===== src/rtl/bcpc_pkg.sv =====
// shared codes and constants for the battery charge power controller
`default_nettype none

package bcpc_pkg;

    // charge phase codes
    localparam logic [2:0] PH_IDLE    = 3'd0;
    localparam logic [2:0] PH_TRICKLE = 3'd1;
    localparam logic [2:0] PH_NORMAL  = 3'd2;
    localparam logic [2:0] PH_NEAR    = 3'd3;
    localparam logic [2:0] PH_FULL    = 3'd4;

    // pwm mode codes
    localparam logic [1:0] MODE_OFF  = 2'd0;
    localparam logic [1:0] MODE_LOW  = 2'd1;
    localparam logic [1:0] MODE_HIGH = 2'd2;

    // configuration register indexes
    localparam logic [2:0] REG_LOW_FREQ_PERIOD   = 3'd0;
    localparam logic [2:0] REG_HIGH_FREQ_PERIOD  = 3'd1;
    localparam logic [2:0] REG_POWER_TARGET_HIGH = 3'd2;
    localparam logic [2:0] REG_POWER_TARGET_LOW  = 3'd3;
    localparam logic [2:0] REG_INPUT_OVER        = 3'd4;
    localparam logic [2:0] REG_INPUT_UNDER       = 3'd5;
    localparam logic [2:0] REG_BATT_TRICKLE      = 3'd6;
    localparam logic [2:0] REG_BATT_NEAR_FULL    = 3'd7;

    // configuration reset values
    localparam logic [15:0] RST_POWER_TARGET_HIGH = 16'd26500;
    localparam logic [15:0] RST_POWER_TARGET_LOW  = 16'd5000;
    localparam logic [11:0] RST_INPUT_OVER        = 12'd3475;
    localparam logic [11:0] RST_INPUT_UNDER       = 12'd496;
    localparam logic [11:0] RST_BATT_TRICKLE      = 12'd2764;
    localparam logic [11:0] RST_BATT_NEAR_FULL    = 12'd3788;

    // fixed sample thresholds
    localparam logic [11:0] IDLE_INPUT_START   = 12'd912;
    localparam logic [11:0] IDLE_BATT_BLOCK    = 12'd3635;
    localparam logic [11:0] FULL_CONFIRM_LEVEL = 12'd3686;
    localparam logic [11:0] TARGET_STEP_LEVEL  = 12'd3481;
    localparam logic [11:0] CUR_OVERRANGE      = 12'd4095;

    // near-full confirm counter
    localparam logic [3:0] CONFIRM_MAX = 4'd10;
    localparam logic [3:0] CONFIRM_SAT = 4'd15;

    localparam logic [6:0] DUTY_MAX = 7'd100;

    // multiplier operand constants
    // current: ma = floor(floor(cur * 9375 / 256) / 19)
    localparam logic [22:0] K_CUR_SCALE  = 23'd9375;
    localparam logic [22:0] K_RECIP_19   = 23'd7064091;  // ceil(2^27 / 19)
    // battery: mv = floor(bat * 125 / 128)
    localparam logic [22:0] K_BATT_SCALE = 23'd125;
    localparam logic [22:0] K_MILLI      = 23'd1000;
    localparam logic [22:0] K_TRICKLE    = 23'd13;
    // percent: floor(y / 100) = floor(floor(y / 4) * ceil(2^26 / 25) / 2^26)
    localparam logic [22:0] K_RECIP_25   = 23'd2684355;

endpackage

`default_nettype wire


===== src/rtl/battery_charge_power_controller_core.sv =====
// battery charge power controller: charge phase machine on one shared multiplier
// sequence: the calc steps, decide, the scale steps in normal charging only, done
// items: a new item is taken only once the last result is loaded, since the one
//   shared multiplier serves every scaling, product and divide step
// reset: synchronous active low; phase idle, pwm off, duty and compare zero,
//   configuration registers back to their defaults
`default_nettype none

module battery_charge_power_controller_core (
    input  wire logic        i_clk,
    input  wire logic        i_rst_n,
    // configuration write port
    input  wire logic        i_cfg_we,
    input  wire logic [2:0]  i_cfg_index,
    input  wire logic [15:0] i_cfg_data,
    // input channel
    input  wire logic        i_in_valid,
    output logic             o_in_stall,
    input  wire logic        i_adjust_due,
    input  wire logic [11:0] i_input_sample_idle,
    input  wire logic [11:0] i_input_sample_active,
    input  wire logic [11:0] i_battery_sample,
    input  wire logic [11:0] i_battery_resample,
    input  wire logic [11:0] i_current_sample,
    input  wire logic        i_pwm_off_window,
    // output channel
    output logic             o_out_valid,
    input  wire logic        i_out_stall,
    output logic [15:0]      o_pwm_compare,
    output logic [1:0]       o_pwm_mode,
    output logic [2:0]       o_charge_phase,
    output logic [6:0]       o_duty_percent
);
    import bcpc_pkg::*;

    typedef enum logic [4:0] {
        ST_IDLE   = 5'b00001,
        ST_CALC   = 5'b00010,
        ST_DECIDE = 5'b00100,
        ST_SCALE  = 5'b01000,
        ST_DONE   = 5'b10000
    } t_seq_state;

    localparam logic [2:0] CALC_LAST  = 3'd6;
    localparam logic [2:0] SCALE_LAST = 3'd1;

    // configuration registers
    logic [15:0] r_low_period, r_high_period, r_tgt_high, r_tgt_low;
    logic [11:0] r_over_lim, r_under_lim, r_trickle_lim, r_near_lim;

    // sequencer and charge state
    t_seq_state  r_state, n_state;
    logic [2:0]  r_step, n_step;
    logic [2:0]  r_phase, n_phase;
    logic [1:0]  r_mode, n_mode;
    logic [6:0]  r_duty, n_duty;
    logic [3:0]  r_count, n_count;
    logic [15:0] r_compare, n_compare;
    logic        r_hf, n_hf;
    logic        r_out_valid, n_out_valid;

    // captured item
    logic        r_adjust, r_off_win;
    logic [11:0] r_in_idle, r_in_act, r_bat, r_rebat, r_cur;

    // shared multiplier and intermediate results
    logic [20:0] mul_a;
    logic [22:0] mul_b;
    logic [43:0] mul_p;
    logic [43:0] r_prod;
    logic [12:0] r_ma;
    logic [24:0] r_pw;
    logic [25:0] r_tgt;

    // step decision
    logic        d_done, d_hf;
    logic [2:0]  d_phase;
    logic [1:0]  d_mode;
    logic [6:0]  d_duty;
    logic [3:0]  d_count;
    logic [15:0] d_compare;
    logic [11:0] d_bat;
    logic [15:0] lfc;
    logic [15:0] fin_compare;
    logic        in_xfer, out_load;

    assign o_in_stall  = (r_state != ST_IDLE);
    assign in_xfer     = i_in_valid && (r_state == ST_IDLE);
    assign out_load    = (r_state == ST_DONE) && (!r_out_valid || !i_out_stall);
    assign o_out_valid = r_out_valid;
    assign lfc         = r_prod[41:26];
    assign fin_compare = r_hf ? r_prod[41:26] : r_compare;

    // configuration writes
    always_ff @(posedge i_clk) begin
        if (!i_rst_n) begin
            r_low_period  <= '0;
            r_high_period <= '0;
            r_tgt_high    <= RST_POWER_TARGET_HIGH;
            r_tgt_low     <= RST_POWER_TARGET_LOW;
            r_over_lim    <= RST_INPUT_OVER;
            r_under_lim   <= RST_INPUT_UNDER;
            r_trickle_lim <= RST_BATT_TRICKLE;
            r_near_lim    <= RST_BATT_NEAR_FULL;
        end else if (i_cfg_we) begin
            case (i_cfg_index)
                REG_LOW_FREQ_PERIOD:   r_low_period  <= i_cfg_data;
                REG_HIGH_FREQ_PERIOD:  r_high_period <= i_cfg_data;
                REG_POWER_TARGET_HIGH: r_tgt_high    <= i_cfg_data;
                REG_POWER_TARGET_LOW:  r_tgt_low     <= i_cfg_data;
                REG_INPUT_OVER:        r_over_lim    <= i_cfg_data[11:0];
                REG_INPUT_UNDER:       r_under_lim   <= i_cfg_data[11:0];
                REG_BATT_TRICKLE:      r_trickle_lim <= i_cfg_data[11:0];
                REG_BATT_NEAR_FULL:    r_near_lim    <= i_cfg_data[11:0];
                default: ;
            endcase
        end
    end

    // capture the item on an input transfer
    always_ff @(posedge i_clk) begin
        if (in_xfer) begin
            r_adjust  <= i_adjust_due;
            r_in_idle <= i_input_sample_idle;
            r_in_act  <= i_input_sample_active;
            r_bat     <= i_battery_sample;
            r_rebat   <= i_battery_resample;
            r_cur     <= i_current_sample;
            r_off_win <= i_pwm_off_window;
        end
    end

    // operand select for the shared multiplier
    always_comb begin
        mul_a = '0;
        mul_b = '0;
        if (r_state == ST_CALC) begin
            case (r_step)
                3'd0: begin
                    mul_a = {9'd0, r_cur};
                    mul_b = K_CUR_SCALE;
                end
                3'd1: begin
                    mul_a = {3'd0, r_prod[25:8]};
                    mul_b = K_RECIP_19;
                end
                3'd2: begin
                    mul_a = {9'd0, r_bat};
                    mul_b = K_BATT_SCALE;
                end
                3'd3: begin
                    mul_a = {9'd0, r_prod[18:7]};
                    mul_b = {10'd0, r_ma};
                end
                3'd4: begin
                    mul_a = {5'd0, (r_bat >= TARGET_STEP_LEVEL) ? r_tgt_low : r_tgt_high};
                    mul_b = K_MILLI;
                end
                3'd5: begin
                    mul_a = {5'd0, r_low_period};
                    mul_b = K_TRICKLE;
                end
                3'd6: begin
                    mul_a = {3'd0, r_prod[19:2]};
                    mul_b = K_RECIP_25;
                end
                default: ;
            endcase
        end else if (r_state == ST_SCALE) begin
            if (r_step == 3'd0) begin
                mul_a = {5'd0, r_high_period};
                mul_b = {16'd0, r_duty};
            end else begin
                mul_a = r_prod[22:2];
                mul_b = K_RECIP_25;
            end
        end
    end

    assign mul_p = {23'd0, mul_a} * {21'd0, mul_b};

    // product register and captured intermediates
    always_ff @(posedge i_clk) begin
        if (r_state == ST_CALC || r_state == ST_SCALE) begin
            r_prod <= mul_p;
        end
        if (r_state == ST_CALC) begin
            case (r_step)
                3'd2:    r_ma  <= r_prod[39:27];
                3'd4:    r_pw  <= r_prod[24:0];
                3'd5:    r_tgt <= r_prod[25:0];
                default: ;
            endcase
        end
    end

    // next charge state for one tick
    always_comb begin
        d_done    = 1'b0;
        d_hf      = 1'b0;
        d_phase   = r_phase;
        d_mode    = r_mode;
        d_duty    = r_duty;
        d_count   = r_count;
        d_compare = r_compare;
        d_bat     = r_bat;

        // entry checks and cut-offs
        if (!r_adjust) begin
            d_done = 1'b1;
        end else if (r_phase == PH_IDLE) begin
            if (r_in_idle >= IDLE_INPUT_START) begin
                d_phase = PH_TRICKLE;
            end
            if (r_bat >= IDLE_BATT_BLOCK) begin
                d_phase = PH_IDLE;
            end
            if (d_phase == PH_IDLE) begin
                d_done = 1'b1;
            end
        end else if (r_in_act >= r_over_lim) begin
            d_compare = '0;
            d_done    = 1'b1;
        end else if (r_in_act <= r_under_lim) begin
            d_compare = '0;
            d_mode    = MODE_OFF;
            d_phase   = PH_IDLE;
            d_done    = 1'b1;
        end else if (r_phase == PH_FULL) begin
            d_done = 1'b1;
        end

        // trickle phase
        if (!d_done && d_phase == PH_TRICKLE) begin
            if (r_bat <= r_trickle_lim) begin
                if (d_mode != MODE_LOW) begin
                    d_compare = lfc;
                    d_mode    = MODE_LOW;
                end
                d_done = 1'b1;
            end else begin
                d_phase = PH_NORMAL;
            end
        end

        // near-full entry and confirm
        if (!d_done) begin
            if (r_bat >= r_near_lim && d_phase != PH_NEAR) begin
                d_compare = lfc;
                d_mode    = MODE_LOW;
                d_phase   = PH_NEAR;
            end
            if (d_phase == PH_NEAR) begin
                if (r_off_win) begin
                    d_bat = r_rebat;
                    if (d_bat >= FULL_CONFIRM_LEVEL && d_count < CONFIRM_SAT) begin
                        d_count = d_count + 4'd1;
                    end
                    if (d_count >= CONFIRM_MAX) begin
                        d_compare = '0;
                        d_mode    = MODE_OFF;
                        d_phase   = PH_FULL;
                        d_count   = '0;
                    end
                end else begin
                    d_count = '0;
                end
                if (d_bat >= r_near_lim) begin
                    d_compare = '0;
                    d_mode    = MODE_OFF;
                    d_phase   = PH_FULL;
                    d_count   = '0;
                end
                d_done = 1'b1;
            end
        end

        // normal charging: one duty step toward the power target, or down on current overrange
        if (!d_done && d_phase == PH_NORMAL) begin
            if (d_mode != MODE_HIGH) begin
                d_compare = '0;
                d_mode    = MODE_HIGH;
            end
            if (r_cur == CUR_OVERRANGE) begin
                if (d_duty != 7'd0) begin
                    d_duty = d_duty - 7'd1;
                end
            end else if ({1'b0, r_pw} < r_tgt) begin
                if (d_duty < DUTY_MAX) begin
                    d_duty = d_duty + 7'd1;
                end
            end else if ({2'b00, r_pw} >= ({1'b0, r_tgt} + 27'd1000)) begin
                if (d_duty != 7'd0) begin
                    d_duty = d_duty - 7'd1;
                end
            end
            if (d_duty > DUTY_MAX) begin
                d_duty = DUTY_MAX;
            end
            d_hf = 1'b1;
        end
    end

    // sequencer
    always_comb begin
        n_state     = r_state;
        n_step      = r_step;
        n_phase     = r_phase;
        n_mode      = r_mode;
        n_duty      = r_duty;
        n_count     = r_count;
        n_compare   = r_compare;
        n_hf        = r_hf;
        n_out_valid = r_out_valid && i_out_stall;
        case (r_state)
            ST_IDLE: begin
                if (i_in_valid) begin
                    n_state = ST_CALC;
                    n_step  = '0;
                end
            end
            ST_CALC: begin
                if (r_step == CALC_LAST) begin
                    n_state = ST_DECIDE;
                end else begin
                    n_step = r_step + 3'd1;
                end
            end
            ST_DECIDE: begin
                n_phase   = d_phase;
                n_mode    = d_mode;
                n_duty    = d_duty;
                n_count   = d_count;
                n_compare = d_compare;
                n_hf      = d_hf;
                n_step    = '0;
                n_state   = d_hf ? ST_SCALE : ST_DONE;
            end
            ST_SCALE: begin
                if (r_step == SCALE_LAST) begin
                    n_state = ST_DONE;
                end else begin
                    n_step = r_step + 3'd1;
                end
            end
            ST_DONE: begin
                if (out_load) begin
                    n_compare   = fin_compare;
                    n_hf        = 1'b0;
                    n_out_valid = 1'b1;
                    n_state     = ST_IDLE;
                end
            end
            default: begin
                n_state = ST_IDLE;
            end
        endcase
    end

    // control and charge state registers
    always_ff @(posedge i_clk) begin
        if (!i_rst_n) begin
            r_state     <= ST_IDLE;
            r_step      <= '0;
            r_phase     <= PH_IDLE;
            r_mode      <= MODE_OFF;
            r_duty      <= '0;
            r_count     <= '0;
            r_compare   <= '0;
            r_hf        <= 1'b0;
            r_out_valid <= 1'b0;
        end else begin
            r_state     <= n_state;
            r_step      <= n_step;
            r_phase     <= n_phase;
            r_mode      <= n_mode;
            r_duty      <= n_duty;
            r_count     <= n_count;
            r_compare   <= n_compare;
            r_hf        <= n_hf;
            r_out_valid <= n_out_valid;
        end
    end

    // result register
    always_ff @(posedge i_clk) begin
        if (out_load) begin
            o_pwm_compare  <= fin_compare;
            o_pwm_mode     <= r_mode;
            o_charge_phase <= r_phase;
            o_duty_percent <= r_duty;
        end
    end

endmodule

`default_nettype wire


===== config.mk =====
export PLATFORM = sky130hd
export DESIGN_NAME = battery_charge_power_controller_core
export DESIGN_NICKNAME = d
export VERILOG_FILES = /design/src/rtl/bcpc_pkg.sv /design/src/rtl/battery_charge_power_controller_core.sv
export SDC_FILE = /design/constraint.sdc
export NUM_CORES = 2
export LEC_CHECK = 0
export ABC_AREA = 1
export BUFFER_PORTS_ARGS = -buffer_cell sky130_fd_sc_hd__buf_2
export CORE_MARGIN = 4
export CORE_UTILIZATION = 28
export CTS_CLUSTER_SIZE = 12
export DETAILED_ROUTE_END_ITERATION = 8
export PLACE_DENSITY_LB_ADDON = 0.08
export SYNTH_ARGS = -nofsm -noshare
export SYNTH_HDL_FRONTEND = slang
export SYNTH_SLANG_ARGS = --single-unit

===== constraint.sdc =====
create_clock -name i_clk -period 11.7 [get_ports i_clk]
set_clock_uncertainty 0.1 [all_clocks]
set_input_delay 0 -clock i_clk [delete_from_list [all_inputs] [get_ports i_clk]]
set_output_delay 0 -clock i_clk [all_outputs]
set_load 0.05 [all_outputs]

* Word level (Yosys, flattened, before mapping)
Index checks and enable logic that the tools add are counted.
** Operators by class
- Add/subtract/negate cells :: 5
- Multiply operators :: 1
- Order comparisons :: 15
- Eq/ne operators :: 33
- Multiplexer cells :: 101
- Bitwise gates (word level) :: 1
- Reduce and logical (&&, ||, !) cells :: 36
** Operators by type and width (number)
- 16-bit two-way mux :: 18
- 23-bit one-hot mux with 7 select lines :: 1
- 18-bit one-hot mux with 7 select lines :: 1
- 21-bit two-way mux :: 3
- 3-bit two-way mux :: 20
- 7-bit two-way mux :: 7
- 22-bit two-way mux :: 2
- 21-bit by 23-bit multiplier with 42-bit output :: 1
- 12-bit greater-or-equal comparator :: 3
- 12-bit greater-or-equal comparator, second input constant :: 3
- 12-bit two-way mux :: 3
- 16-bit one-hot mux with 2 select lines :: 1
- 2-bit two-way mux :: 15
- 4-bit two-way mux :: 7
- 26-bit by 10-bit adder with 27-bit output, second input constant :: 1
- 25-bit by 27-bit greater-or-equal comparator with 1-bit output :: 1
- 25-bit by 26-bit less-than comparator with 1-bit output :: 1
- 2-bit AND reduction :: 13
- 5-bit two-way mux :: 5
- 5-bit one-hot mux with 5 select lines :: 1
- 3-bit == test, second input constant :: 8
- 12-bit less-or-equal comparator :: 2
- 23-bit two-way mux :: 1
- 3-bit by 2-bit == test with 1-bit output, second input constant :: 6
- other kinds (33) :: 68
** Storage, ports and cells
- Flip-flop bits (word level) :: 350
- Bits of input ports :: 86
- Word-level logic and storage cells :: 224

* Depth between registers and ports, before layout
- Depth after elaboration :: 30
- Depth in mapped cells :: 42
- Gate-level depth less buffers :: 42

* Worst setup path after synthesis
Ideal clock, no wire load.
- Path type :: reg2reg
- Start point :: register r_state[2]
- End point :: register r_prod[41], data pin
- Setup time :: 0.264 ns
- Arrival :: 7.943 ns
- Required time :: 11.336 ns
- Slack :: 3.393 ns
- Stages on the path, launching flop included :: 36
- Clock period less this slack :: 8.307 ns
- Cell sequence :: dfxtp_1 nor2_1 inv_1 nor2_1 inv_1 nor3_1 buf_2 nor2_1 inv_1 o211a_1 nand2_1 inv_2 nand2_1 fa_1 inv_1 fa_1 fa_1 inv_1 fa_1 inv_1 fa_1 fa_1 inv_1 fa_1 inv_1 ha_1 nand2_1 inv_1 a21oi_1 o221ai_1 a221oi_1 nand3_1 nand3_1 nand2_1 a31oi_1 xor2_1
** Between the ends
- Word-level cells in the longest chain between the ends :: 4
** RTL lines
- from (decl) :: line battery_charge_power_controller_core.sv:52 : t_seq_state r_state, n_state;
- from (signal assigned) :: line battery_charge_power_controller_core.sv:373 : r_state <= n_state;
- 5-bit by 4-bit == test with 1-bit output :: line battery_charge_power_controller_core.sv:169 : end else if (r_state == ST_SCALE) begin
- 21-bit two-way mux or 22-bit two-way mux (tied branches) :: line battery_charge_power_controller_core.sv:169
- 21-bit two-way mux or 23-bit two-way mux (tied branches) :: line battery_charge_power_controller_core.sv:137 : if (r_state == ST_CALC) begin
- 21-bit by 23-bit multiplier with 42-bit output * :: line battery_charge_power_controller_core.sv:180 : assign mul_p = {23'd0, mul_a} * {21'd0, mul_b};
- named net mul_p[41] :: line battery_charge_power_controller_core.sv:69 : logic [43:0] mul_p;
- to (signal assigned) :: line battery_charge_power_controller_core.sv:185 : r_prod <= mul_p;
- to (decl) :: line battery_charge_power_controller_core.sv:70 : logic [43:0] r_prod;
Mark *: on every way through the listed nets, which the timed path passes. The rest lies on a longest branch.
A chain may end at the register's enable or synchronous reset.

* Worst setup path after layout
- Start point :: register r_step[0]
- End point :: register r_prod[33], data pin
** Between the ends
- Word-level cells in the longest chain between the ends :: 5
** RTL lines
- from (decl) :: line battery_charge_power_controller_core.sv:53 : logic [2:0] r_step, n_step;
- from (signal assigned) :: line battery_charge_power_controller_core.sv:374 : r_step <= n_step;
- branches (longest 4 deep; another with 21-bit two-way mux)
- 21-bit by 23-bit multiplier with 42-bit output * :: line battery_charge_power_controller_core.sv:180
- named net mul_p[33] :: line battery_charge_power_controller_core.sv:69
Mark *: on every way through the listed nets, which the timed path passes.

==> reports/metrics.cfg <==
[outcome]
outcome=complete, no violations

[timing]
tns_ps=0
hold_ws_ps=52.1
post-route-min-period_ps=9980
drv_slew=0
setup_viol=0
worst_slew_pin_slew_ps=1080
max_slew_margin_pct=27.6
hold_violations=0
rsz0062_at_grt=false
max_freq_ghz=0.100
period_share_pct=85.3

[layout]
synthToLayoutAreaGrowth_pct=14.9
fin_util_pct=32.5
layout_commonest_cell=inv_1
final_cell_count_no_fill=5486
nets=4687
layout_common_cells=inv_1 (804), nand2_1 (609), nor2_1 (383)
fillers=12000
drive_gt1_share_pct=7.88
n_antenna_cell=0

[floorplan]
fp.dieW_microns=346
start_util_pct=28.3
die_height_microns=346
io_pins=116
die_area_sq_um=120000
core_sq_um=113000
rows=123

[pwr]
total_power_w=0.00371
p_per_area_nw_per_um2=101
peakVddDrop_uv=70.9
leakage_nw=17.5

[setup_path]
endpoint_kind=register
crit_arrival_ps=10230
crit_slowest_cell=o31ai_1
worstSetupPathType=register to register
setup.worst_path.start_class=register
cp.required_ps=11950
cp_max_fo=12
max_stage_delay_ps=590
crit_top_cell=inv_1

[clocking]
clock_sinks=346
postCtsResizedCells=0
cts_root_buffer=clkbuf_16
cts_buffers=43
insertion_delay_ps=570
clk_pin_slew_worst_paths_ps=60
cts_tree=yes
cts_buffer_depth=3
htree_levels=2

[yosys]
synthSimpleGateAreaFrac_pct=15.8
ys.flop_type=edfxtp_1
synthXorXnorAreaFrac_pct=1.95
syn_area_sq_um=32000
syn_area_per_cell_sq_um=8.55
synth_compound_gate_area_share_pct=9.72
ys_async_sr_fraction_pct=0
syn_inst=3737
synth_edf_count=192
synth_mux_area_share_pct=0.0313
yosys.area_share.adder_pct=33.6
yosysWarnings=0
yosysSeqAreaShare_pct=27.7
synth_cell_types=70
synth_top_family_by_area=adder cells
synth_seq_cells=346

[global_routing]
antenna_found_initial=3
grt_max_degree=100
grt_remaining_overflow=0
grt_pass1_wl_microns=167000
grt_pass1_vias=25700
grt_usage_pct=18.4

[placement]
port_buffers=111
place.detailed.hpwl_microns=86300
dp.cells=5324
place.gp.congestion=0.831

[drt]
vias=24900
route.detailed.drc=0
avgViaCountPerCell=4.54
wl_microns=110000
dr.first_iter.drc_count=1552
drt_pass1_iterations=5
antenna_left=0
routedWlPerCell_microns=20.1

[worst_hold_path]
hp-class=primary input to register

[flow_run]
drv_cap=0

==> critical path: cells and delay by family (launching register included) <==
kind            cells  cell delay (ps)
flops               1              380
simple gates        5             1340
buf+inv             8             1300
compound gates      9             2630
xor+xnor            1              340
fa+ha+maj           9             3650
==> final cells by class <==
class,instances,area [sq um],area share (%)
timing repair buffer,247,1790,4.88
inverter,834,3140,8.54
clock inverter,18,194,0.528
tap,1500,1880,5.11
sequential,346,8850,24.1
multi-input combinational,2482,19700,53.5
clock buffer,59,1210,3.29
==> per-stage QoR <==
stage	instance area, sq um	setup slack [ps]
after CTS	36700	1760
after global routing	36700	1170
after detailed placement	34500	1770
final	36700	1720
after global placement	34500	1780
after floorplan	32000	3390
==> timing repair <==
| action | 4_1_cts | 5_1_grt |
|---|---|---|
| endpoints found under the hold margin | 202 | 0 |
| setup buffers | 0 | 0 |
| hold buffers | 85 | 0 |
==> cells in the mapped netlist, drive strengths merged, types with 10 or more instances <==
cell     number  area share [%]
inv         821             9.6
nand2       621             7.5
nor2        399             4.9
fa          353              22
ha          294              12
o21ai       221             3.5
a21oi       198             3.3
edfxtp      192              18
dfxtp       154             9.6
nand3       113             2.0
clkbuf       65            0.77
xor2         55             1.5
buf          34            0.54
o211ai       34            0.80
nor3         32            0.60
nand4        21            0.52
xnor2        16            0.44
clkinv       13            0.17
a221oi       10            0.27
o2111ai      10            0.27
==> logic make-up after synthesis <==
kind of cell / after synthesis
adders and majority gates: 647
and+or+nand+nor: 1200
DFF: 346
xor gates and xnor gates: 71
AOI/OAI and AO/OA: 537
muxes: 1
other: 2
buffers and inverters: 933
==> per-layer routing <==
| metal | vias up | share of wire [%] | GRT usage, % |
|---|---|---|---|
| met5 | - | 0.022 | 0 |
| met4 | 4 | 2.3 | 4.11 |
| li1 | 12200 | - | - |
| met3 | 99 | 4.1 | 2.02 |
| met1 | 12100 | 49 | 27.2 |
| met2 | 478 | 44 | 28.8 |
==> flip-flops by register name (all words and copies together) (netlist names), 7 cells and up <==
signal,cells
r_pw,25
r_in_act,12
r_ma,13
r_cur,12
o_duty_percent,7
r_in_idle,8
r_low_period,16
r_bat,12
r_tgt,26
r_rebat,12
r_tgt_low,16
r_tgt_high,16
r_high_period,16
r_duty,7
r_compare,16
r_over_lim,12
r_trickle_lim,12
r_under_lim,12
r_prod,42
o_pwm_compare,16
r_near_lim,12
==> where the power goes <==
| group | internal (W) | switching [W] | total [W] |
|---|---|---|---|
| Sequential | 0.00139 | 0.0000893 | 0.00148 |
| Clock | 0.000809 | 0.000537 | 0.00135 |
| Combinational | 0.000271 | 0.000610 | 0.000881 |
| Total | 0.00247 | 0.00124 | 0.00371 |
==> final timing paths <==
check	from	slack (ps)	to	cells past startpoint
worst max register to register	r_step[0]	1720	r_prod[33]	32
worst min register to register	r_prod[25]	340	r_tgt[25]	0
worst max-delay path	r_step[0]	1720	r_prod[33]	32
worst min-delay path	i_input_sample_idle[11]	50	r_in_idle[11]	2
(Power assumes the default switching activity.)
